==> src/hdl/etl_pkg.sv <==
// Shared types for the expression token lexer.
// Holds the scan mode and token kind encodings and the token record.
// Used by etl_scan, etl_token_queue and expression_token_lexer_core.
package etl_pkg;

  typedef enum logic [1:0] {
    MODE_IDLE  = 2'd0,
    MODE_NUM   = 2'd1,
    MODE_IDENT = 2'd2
  } scan_mode_t;

  typedef enum logic [3:0] {
    TOK_PLUS  = 4'd0,
    TOK_MINUS = 4'd1,
    TOK_MUL   = 4'd2,
    TOK_DIV   = 4'd3,
    TOK_OPEN  = 4'd4,
    TOK_CLOSE = 4'd5,
    TOK_INT   = 4'd6,
    TOK_DIM   = 4'd7,
    TOK_AS    = 4'd8,
    TOK_IDENT = 4'd9,
    TOK_ERROR = 4'd10,
    TOK_END   = 4'd11
  } tok_kind_t;

  typedef struct packed {
    tok_kind_t   kind;
    logic [30:0] int_value;
    logic [63:0] ident_text;
    logic [7:0]  ident_length;
    logic        last;
  } token_t;

  // Tokens caused by one accepted byte: tok0 comes first, count says how many are real.
  typedef struct packed {
    token_t     tok0;
    token_t     tok1;
    logic [1:0] count;
  } scan_result_t;

endpackage

==> src/hdl/etl_scan.sv <==
// Lexer step: classifies one byte, keeps the pending number or identifier,
// and produces the zero, one or two tokens that the byte causes.
// Depends on etl_pkg.
module etl_scan #(
  parameter int IDENT_KEEP_BYTES = 8
) (
  input  logic                  clk,
  input  logic                  rst,
  input  logic                  fire,
  input  logic [7:0]            char_code,
  input  logic                  end_of_text,
  output etl_pkg::scan_result_t result
);

  localparam logic [7:0]  CH_PLUS  = 8'h2B;
  localparam logic [7:0]  CH_MINUS = 8'h2D;
  localparam logic [7:0]  CH_STAR  = 8'h2A;
  localparam logic [7:0]  CH_SLASH = 8'h2F;
  localparam logic [7:0]  CH_OPEN  = 8'h28;
  localparam logic [7:0]  CH_CLOSE = 8'h29;
  localparam logic [7:0]  CH_ZERO  = 8'h30;
  localparam logic [7:0]  CH_NINE  = 8'h39;
  localparam logic [7:0]  CH_SPACE = 8'h20;
  localparam logic [63:0] KW_DIM   = 64'h0000_0000_006D_6964;
  localparam logic [63:0] KW_AS    = 64'h0000_0000_0000_7361;
  localparam logic [30:0] INT_MAX  = '1;

  etl_pkg::scan_mode_t mode, mode_next;
  logic [30:0] acc, acc_next;
  logic [63:0] ident_bytes, ident_bytes_next;
  logic [7:0]  ident_count, ident_count_next;

  logic is_digit, is_letter, is_space, pend_valid, cont_num, cont_ident;
  logic [34:0] acc_sum;
  logic [30:0] acc_step;
  logic [63:0] bytes_step;
  logic [63:0] keep_mask;
  etl_pkg::token_t pend_tok, second_tok;
  logic second_valid;
  logic [1:0] count;

  assign is_digit  = (char_code >= CH_ZERO) && (char_code <= CH_NINE);
  assign is_letter = ((char_code >= 8'h61) && (char_code <= 8'h7A)) ||
                     ((char_code >= 8'h41) && (char_code <= 8'h5A));
  assign is_space  = ((char_code >= 8'h09) && (char_code <= 8'h0D)) || (char_code == CH_SPACE);

  assign pend_valid = (mode == etl_pkg::MODE_NUM) || (mode == etl_pkg::MODE_IDENT);
  assign cont_num   = !end_of_text && (mode == etl_pkg::MODE_NUM) && is_digit;
  assign cont_ident = !end_of_text && (mode == etl_pkg::MODE_IDENT) && (is_letter || is_digit);

  // Multiply by ten as two shifted copies; the sum cannot exceed 35 bits.
  assign acc_sum  = {1'b0, acc, 3'b000} + {3'b000, acc, 1'b0} + {31'd0, char_code[3:0]};
  assign acc_step = (acc_sum[34:31] != 4'd0) ? INT_MAX : acc_sum[30:0];

  always_comb begin
    bytes_step = ident_bytes;
    for (int i = 0; i < 8; i++) begin
      if ((ident_count < 8'd8) && (ident_count[2:0] == 3'(i))) begin
        bytes_step[8*i +: 8] = char_code;
      end
    end
  end

  always_comb begin
    for (int i = 0; i < 8; i++) begin
      keep_mask[8*i +: 8] = (i < IDENT_KEEP_BYTES) ? 8'hFF : 8'h00;
    end
  end

  // Next state.
  always_comb begin
    mode_next        = mode;
    acc_next         = acc;
    ident_bytes_next = ident_bytes;
    ident_count_next = ident_count;
    if (fire) begin
      if (cont_num) begin
        acc_next = acc_step;
      end else if (cont_ident) begin
        ident_bytes_next = bytes_step;
        if (ident_count != 8'hFF) begin
          ident_count_next = ident_count + 8'd1;
        end
      end else begin
        mode_next        = etl_pkg::MODE_IDLE;
        acc_next         = '0;
        ident_bytes_next = '0;
        ident_count_next = '0;
        if (!end_of_text && is_digit) begin
          mode_next = etl_pkg::MODE_NUM;
          acc_next  = {27'd0, char_code[3:0]};
        end else if (!end_of_text && is_letter) begin
          mode_next        = etl_pkg::MODE_IDENT;
          ident_bytes_next = {56'd0, char_code};
          ident_count_next = 8'd1;
        end
      end
    end
  end

  always_ff @(posedge clk) begin
    if (rst) begin
      mode        <= etl_pkg::MODE_IDLE;
      acc         <= '0;
      ident_bytes <= '0;
      ident_count <= '0;
    end else begin
      mode        <= mode_next;
      acc         <= acc_next;
      ident_bytes <= ident_bytes_next;
      ident_count <= ident_count_next;
    end
  end

  // Token outputs.
  always_comb begin
    pend_tok = '0;
    if (mode == etl_pkg::MODE_NUM) begin
      pend_tok.kind      = etl_pkg::TOK_INT;
      pend_tok.int_value = acc;
    end else begin
      // Keywords are matched on the full eight bytes, independent of the kept width.
      if ((ident_count == 8'd3) && (ident_bytes == KW_DIM)) begin
        pend_tok.kind = etl_pkg::TOK_DIM;
      end else if ((ident_count == 8'd2) && (ident_bytes == KW_AS)) begin
        pend_tok.kind = etl_pkg::TOK_AS;
      end else begin
        pend_tok.kind = etl_pkg::TOK_IDENT;
      end
      pend_tok.ident_text   = ident_bytes & keep_mask;
      pend_tok.ident_length = ident_count;
    end
  end

  always_comb begin
    second_tok      = '0;
    second_tok.last = 1'b1;
    second_valid    = 1'b0;
    if (end_of_text) begin
      second_tok.kind = etl_pkg::TOK_END;
      second_valid    = 1'b1;
    end else if (!(is_space || is_digit || is_letter)) begin
      second_valid = 1'b1;
      unique case (char_code)
        CH_PLUS:  second_tok.kind = etl_pkg::TOK_PLUS;
        CH_MINUS: second_tok.kind = etl_pkg::TOK_MINUS;
        CH_STAR:  second_tok.kind = etl_pkg::TOK_MUL;
        CH_SLASH: second_tok.kind = etl_pkg::TOK_DIV;
        CH_OPEN:  second_tok.kind = etl_pkg::TOK_OPEN;
        CH_CLOSE: second_tok.kind = etl_pkg::TOK_CLOSE;
        default:  second_tok.kind = etl_pkg::TOK_ERROR;
      endcase
    end
  end

  always_comb begin
    result = '0;
    count  = 2'd0;
    if (!(cont_num || cont_ident)) begin
      count = 2'(pend_valid) + 2'(second_valid);
    end
    if (pend_valid) begin
      result.tok0      = pend_tok;
      result.tok0.last = !second_valid;
      result.tok1      = second_tok;
    end else begin
      result.tok0 = second_tok;
    end
    result.count = fire ? count : 2'd0;
  end

  a_eot_idle: assert property (@(posedge clk) disable iff (rst)
    (fire && end_of_text) |=> (mode == etl_pkg::MODE_IDLE))
    else $error("scan mode not idle after end of text");

  a_two_last: assert property (@(posedge clk) disable iff (rst)
    (result.count == 2'd2) |-> (!result.tok0.last && result.tok1.last))
    else $error("last flag misplaced on a pair of tokens");

  a_cont_silent: assert property (@(posedge clk) disable iff (rst)
    (fire && (cont_num || cont_ident)) |-> (result.count == 2'd0))
    else $error("token emitted while extending a pending token");

endmodule

==> src/hdl/etl_token_queue.sv <==
// Small token queue between the lexer step and the output stream.
// Takes up to two tokens a cycle and hands out one while head_ready is high; depends on etl_pkg.
module etl_token_queue (
  input  logic                  clk,
  input  logic                  rst,
  input  etl_pkg::scan_result_t push,
  output logic                  room,
  output etl_pkg::token_t       head,
  output logic                  head_valid,
  input  logic                  head_ready
);

  localparam int Depth = 4;
  localparam int PtrW  = $clog2(Depth);
  localparam int CntW  = $clog2(Depth + 1);

  etl_pkg::token_t entries [Depth];
  logic [PtrW-1:0] wr_ptr, rd_ptr;
  logic [CntW-1:0] count;
  logic            pop;

  assign room       = count <= CntW'(Depth - 2);
  assign head_valid = count != '0;
  assign head       = entries[rd_ptr];
  assign pop        = head_valid && head_ready;

  always_ff @(posedge clk) begin
    if (push.count != 2'd0) begin
      entries[wr_ptr] <= push.tok0;
    end
    if (push.count == 2'd2) begin
      entries[wr_ptr + PtrW'(1)] <= push.tok1;
    end
  end

  always_ff @(posedge clk) begin
    if (rst) begin
      wr_ptr <= '0;
      rd_ptr <= '0;
      count  <= '0;
    end else begin
      wr_ptr <= wr_ptr + PtrW'(push.count);
      rd_ptr <= rd_ptr + PtrW'(pop);
      count  <= count + CntW'(push.count) - CntW'(pop);
    end
  end

  a_no_overflow: assert property (@(posedge clk) disable iff (rst)
    (push.count != 2'd0) |-> ((count + CntW'(push.count)) <= CntW'(Depth)))
    else $error("token queue overflow");

  a_count_bound: assert property (@(posedge clk) disable iff (rst)
    count <= CntW'(Depth))
    else $error("token queue count out of range");

endmodule

==> src/hdl/expression_token_lexer_core.sv <==
// Top level of the expression token lexer: byte stream in, token stream out.
// Instantiates etl_scan and etl_token_queue; depends on etl_pkg.
//
// Takes one source byte per transaction (or an end-of-text marker in s_tuser) and
// emits one token per output transaction, with m_tlast on the final token that a
// byte causes. A byte is accepted in every cycle while the four-entry token queue
// has two free places, and its tokens are queued from the cycle after acceptance.
// A byte gives zero, one or two tokens; the output side moves one token per cycle
// while m_tready is high, so a run of bytes that each give two tokens is held back
// by the output side. Identifier text is kept to IDENT_KEEP_BYTES bytes (2 to 8).
module expression_token_lexer_core #(
  parameter int IDENT_KEEP_BYTES = 8
) (
  input  logic         clk,
  input  logic         rst,
  input  logic         s_tvalid,
  output logic         s_tready,
  input  logic [7:0]   s_tdata,   // [7:0] char_code
  input  logic [0:0]   s_tuser,   // [0] end_of_text
  output logic         m_tvalid,
  input  logic         m_tready,
  output logic [103:0] m_tdata,   // [30:0] int_value, [94:31] ident_text,
                                  // [102:95] ident_length, [103] zero
  output logic [3:0]   m_tuser,   // [3:0] token_kind
  output logic         m_tlast
);

  logic                  fire;
  etl_pkg::scan_result_t scan_out;
  etl_pkg::token_t       head;

  assign fire = s_tvalid && s_tready;

  etl_scan #(
    .IDENT_KEEP_BYTES(IDENT_KEEP_BYTES)
  ) u_scan (
    .clk         (clk),
    .rst         (rst),
    .fire        (fire),
    .char_code   (s_tdata),
    .end_of_text (s_tuser[0]),
    .result      (scan_out)
  );

  etl_token_queue u_queue (
    .clk        (clk),
    .rst        (rst),
    .push       (scan_out),
    .room       (s_tready),
    .head       (head),
    .head_valid (m_tvalid),
    .head_ready (m_tready)
  );

  assign m_tdata = {1'b0, head.ident_length, head.ident_text, head.int_value};
  assign m_tuser = head.kind;
  assign m_tlast = head.last;

endmodule
==> config.mk <==
export PLATFORM = sky130hd
export DESIGN_NAME = expression_token_lexer_core
export DESIGN_NICKNAME = d
export VERILOG_FILES = /design/src/hdl/etl_pkg.sv /design/src/hdl/etl_scan.sv /design/src/hdl/etl_token_queue.sv /design/src/hdl/expression_token_lexer_core.sv
export SDC_FILE = /design/constraint.sdc
export NUM_CORES = 1
export LEC_CHECK = 0
export CAP_MARGIN = 0
export CORE_MARGIN = 5
export CORE_UTILIZATION = 51
export DETAILED_ROUTE_END_ITERATION = 7
export DONT_BUFFER_PORTS = 1
export PLACE_DENSITY_LB_ADDON = 0.1
export SKIP_CTS_REPAIR_TIMING = 1
export SYNTH_ARGS = -nofsm -noshare
export SYNTH_HDL_FRONTEND = slang
export SYNTH_SLANG_ARGS = --single-unit
==> constraint.sdc <==
create_clock -name clk -period 3.96 [get_ports clk]
set_input_delay 0.198 -clock clk [delete_from_list [all_inputs] [get_ports clk]]
set_output_delay 0.198 -clock clk [all_outputs]
set_load 0.03 [all_outputs]
==> metrics <==
outcome=finished with violations; failing checks=negative hold slack; CP Launch Type=flop; CTS clk-pin slew, worst paths=roughly 60 ps; CP Data Arrival Time=4180 ps; part of the Yosys area used for sequential elements=45.3%; Syn-to-layout area delta=9.97%; Synth Area in Adders=roughly 4.1%; Setup crit end=u_scan.acc[26]; Simple-Gate Fraction of Synth Area=between 10% and 20%; R2R Setup Slk=around 320 ps; I/O pins=roughly 120; max-cap viol count=0; CTS Root Cell=clkbuf_16; vias in the first global route=between 15k and 20k; Yosys Warn Count=0; EDFF count, synth=20; TritonCTS buffer count=57; Mapped Area=~24000 µm²; wire length per cell=about 24 µm; I/O Buffers=0; fillers=4183; Slowest-stage cell, CP=fa_1; Cell Count, Final, Fillers Out=3020; Worst Hold Class=input pin to flop; total power=roughly 13 mW; endpoints failing hold=2; largest family of logic cells by synthesized area=compound AO/OA/AOI/OAI gates; Worst Clk Skew=39.0 ps; row cnt=80; via count=about 20k; clock sink count=roughly 540; CP startpoint=u_scan.acc[2]; setup TNS=0 ps; antenna violations before repair=2; initial DRC count=roughly 1.7k; Seq cells post-synth=between 500 and 600; DR vias/cell=about 6.6; maximum clock rate=approximately 0.27 GHz; Relative slew margins=39.3%; Post-Route WL=72900 µm; maximum VDD drop=between 0.3 and 0.4 mV; H-tree depth=2; routability cong.=approximately 0.87; minimum clock period=around 3600 ps; critical path depth in cells=10; # DRC=0; period utilization=roughly nine tenths; Worst R2R Start=u_scan.acc[2]; hold_ws=-2.39 ps; leak pwr=~9.5 nW; Worst-Margin Slew=approximately 900 ps; xor-xnor portion of the synthesized cell area=between 1 and 1.5%; DR pass1 iterations=5; Async S/R FF share, synth=0%; Crit. End Element=flop; final core occ=between 50% and 60%; r2r worst-path depth=10; Overflow after GRT=0; die width=229 µm; die area=roughly 52000 µm²; Synth area leader=dfxtp_1; Max Root-Sink Buffers=3; layout net count=about 2.5k; worst slack, placed=between 150 and 200 ps; top cell type's share of synthesized area=42.9%; post-route ant nets=0; critical path class=flop to flop; Synth cell types=72; Avg Inst Size Synth=9.84 µm²; die height=approximately 230 µm; worst path required time=4500 ps; CTS tree=built; power per cell area=approximately 480 nW/µm²; worst setup margin=between 300 and 400 ps; Synth Net Count=around 2.6k; RSZ-0062 raised after global routing=no; Synth Area in Compound Gates=between 10% and 20%; Reg-to-Reg End=u_scan.acc[26]; CP max FO=13; Final Setup Violations=0; placed cells=approximately 2.9k; Synth area leaders=dfxtp_1, mux4_2, a32o_1, a21oi_1, nand3_1; Core Footprint=roughly 48000 µm²; HPWL after DPL=~44000 µm; largest net degree at the start of global routing=between 100 and 150; cell family contributing the most delay on the critical path=compound AO/OA/AOI/OAI gates; post-synthesis mux area share=10.0%; crit-path most repeated cell=fa_1; layout cell share with drive strength beyond 1=between 10% and 20%; Antenna diodes=0; Worst path max stage delay=520 ps; initial core utilization=between 50% and 60%; main flop type after synthesis=dfxtp_1; clk_lat worst skew=between 600 and 700 ps; GRT Overall Usage=between 20% and 30%; critical-path cell list=fa_1 -> fa_1 -> a211oi_1 -> o21ai_0 -> a21oi_1 -> a311oi_1 -> o211ai_1 -> nand3b_1 -> a31oi_4 -> a221o_1; Crit path buffers/inverters=0; first-pass GRT wire length=around 110000 µm; Max Slew Vio Count=0; Mapped Cells=2488
-- layout make-up --
cell class	instances	area [µm²]	share of cell area, %
repair buffers	59	718	2.67
clock inverters	16	198	0.734
well taps	615	769	2.86
multi-input cells	1676	12300	45.7
flip-flops and latches	544	11100	41.2
clock buffers	85	1730	6.44
inverters	25	93.8	0.349
-- synthesized netlist by cell type, types with 10 or more instances --
cell and count:
dfxtp_1 524, nand2_1 289, a21oi_1 287, nand3_1 257
a32o_1 206, clkbuf_1 167, nor2_1 118, mux4_2 108
ha_1 76, a31oi_1 44, buf_2 39, a221o_1 25
inv_1 25, o21ai_0 22, buf_4 21, edfxtp_1 20
xnor2_1 20, and3_1 16, xor2_1 16, o22ai_1 15
nor3_1 14, nor4_1 14, a21o_1 13, buf_1 10
nand4_1 10
-- flip-flops by register name, summed over array words and instances (netlist names) --
signal / flops
u_queue.count: 3
u_queue.entries: 432
u_queue.rd_ptr: 2
u_queue.wr_ptr: 2
u_scan.acc: 31
u_scan.ident_bytes: 64
u_scan.ident_count: 8
u_scan.mode: 2
-- worst min path at each step --
stage / to / slack (ps) / cells after the start / startpoint
global route: u_scan.ident_bytes[53] / 10 / 4 / s_tdata[5]
finish: u_scan.ident_bytes[61] / -2 / 4 / s_tdata[5]
floorplan: u_scan.ident_bytes[14] / 350 / 2 / s_tdata[6]
global placement: u_queue.rd_ptr[1] / 300 / 1 / rst
CTS: u_queue.count[1] / -360 / 1 / rst
detailed placement: u_queue.rd_ptr[1] / 300 / 1 / rst
-- where the power goes --
group / internal [mW] / switching, mW
registers: 5.57 / 0.177
logic: 0.533 / 1.22
clock network: 3.21 / 2.24
total: 9.31 / 3.64
-- cell usage in the layout (no fill, tap or decap), drive strengths merged, types with 5 or more instances in the layout --
cell and n:
buf 47, clkbuf 85, nand2 289, nor4 15
xnor2 20, a221o 25, mux4 108, xor2 16
nand4 10, a31oi 46, nor3 17, o21a 5
clkinv 11, o21ai 24, nand2b 9, nor2 118
edfxtp 20, nor4b 6, a32o 206, a22o 9
dlygate4sd3 12, inv 26, or3 8, o211ai 7
o22ai 15, a21oi 287, ha 76, a21o 13
dfxtp 524, and2 9, nor2b 8, and3 16
nand3 258
-- cells by family after synthesis --
group / count (synthesis)
adders and majority gates: 79
AOI/OAI and AO/OA: 666
xor gates and xnor gates: 36
DFF: 544
muxes: 110
other: 1
and+or+nand+nor: 783
buffers and inverters: 269
-- routing by layer --
layer,vias to the layer above,GRT usage (%),routed length (µm)
met5,-,0,7
met3,120,5.44,5190
li1,9121,-,-
met4,2,7.57,1940
met1,10000,34.1,29900
met2,671,45.9,35900
-- worst min-delay path, stage by stage --
cell and delay (ps):
nand2_1 140, nor2_1 140, a31oi_1 50, nor2_1 70
-- per-stage QoR --
step,hold WS [ps],instance area (µm²)
detailed placement,303,24800
finish,-2.39,26900
global route,15.0,26900
global placement,302,24800
CTS,-364,26700
floorplan,346,24500
Note: power is estimated with default switching activity, not from simulation.
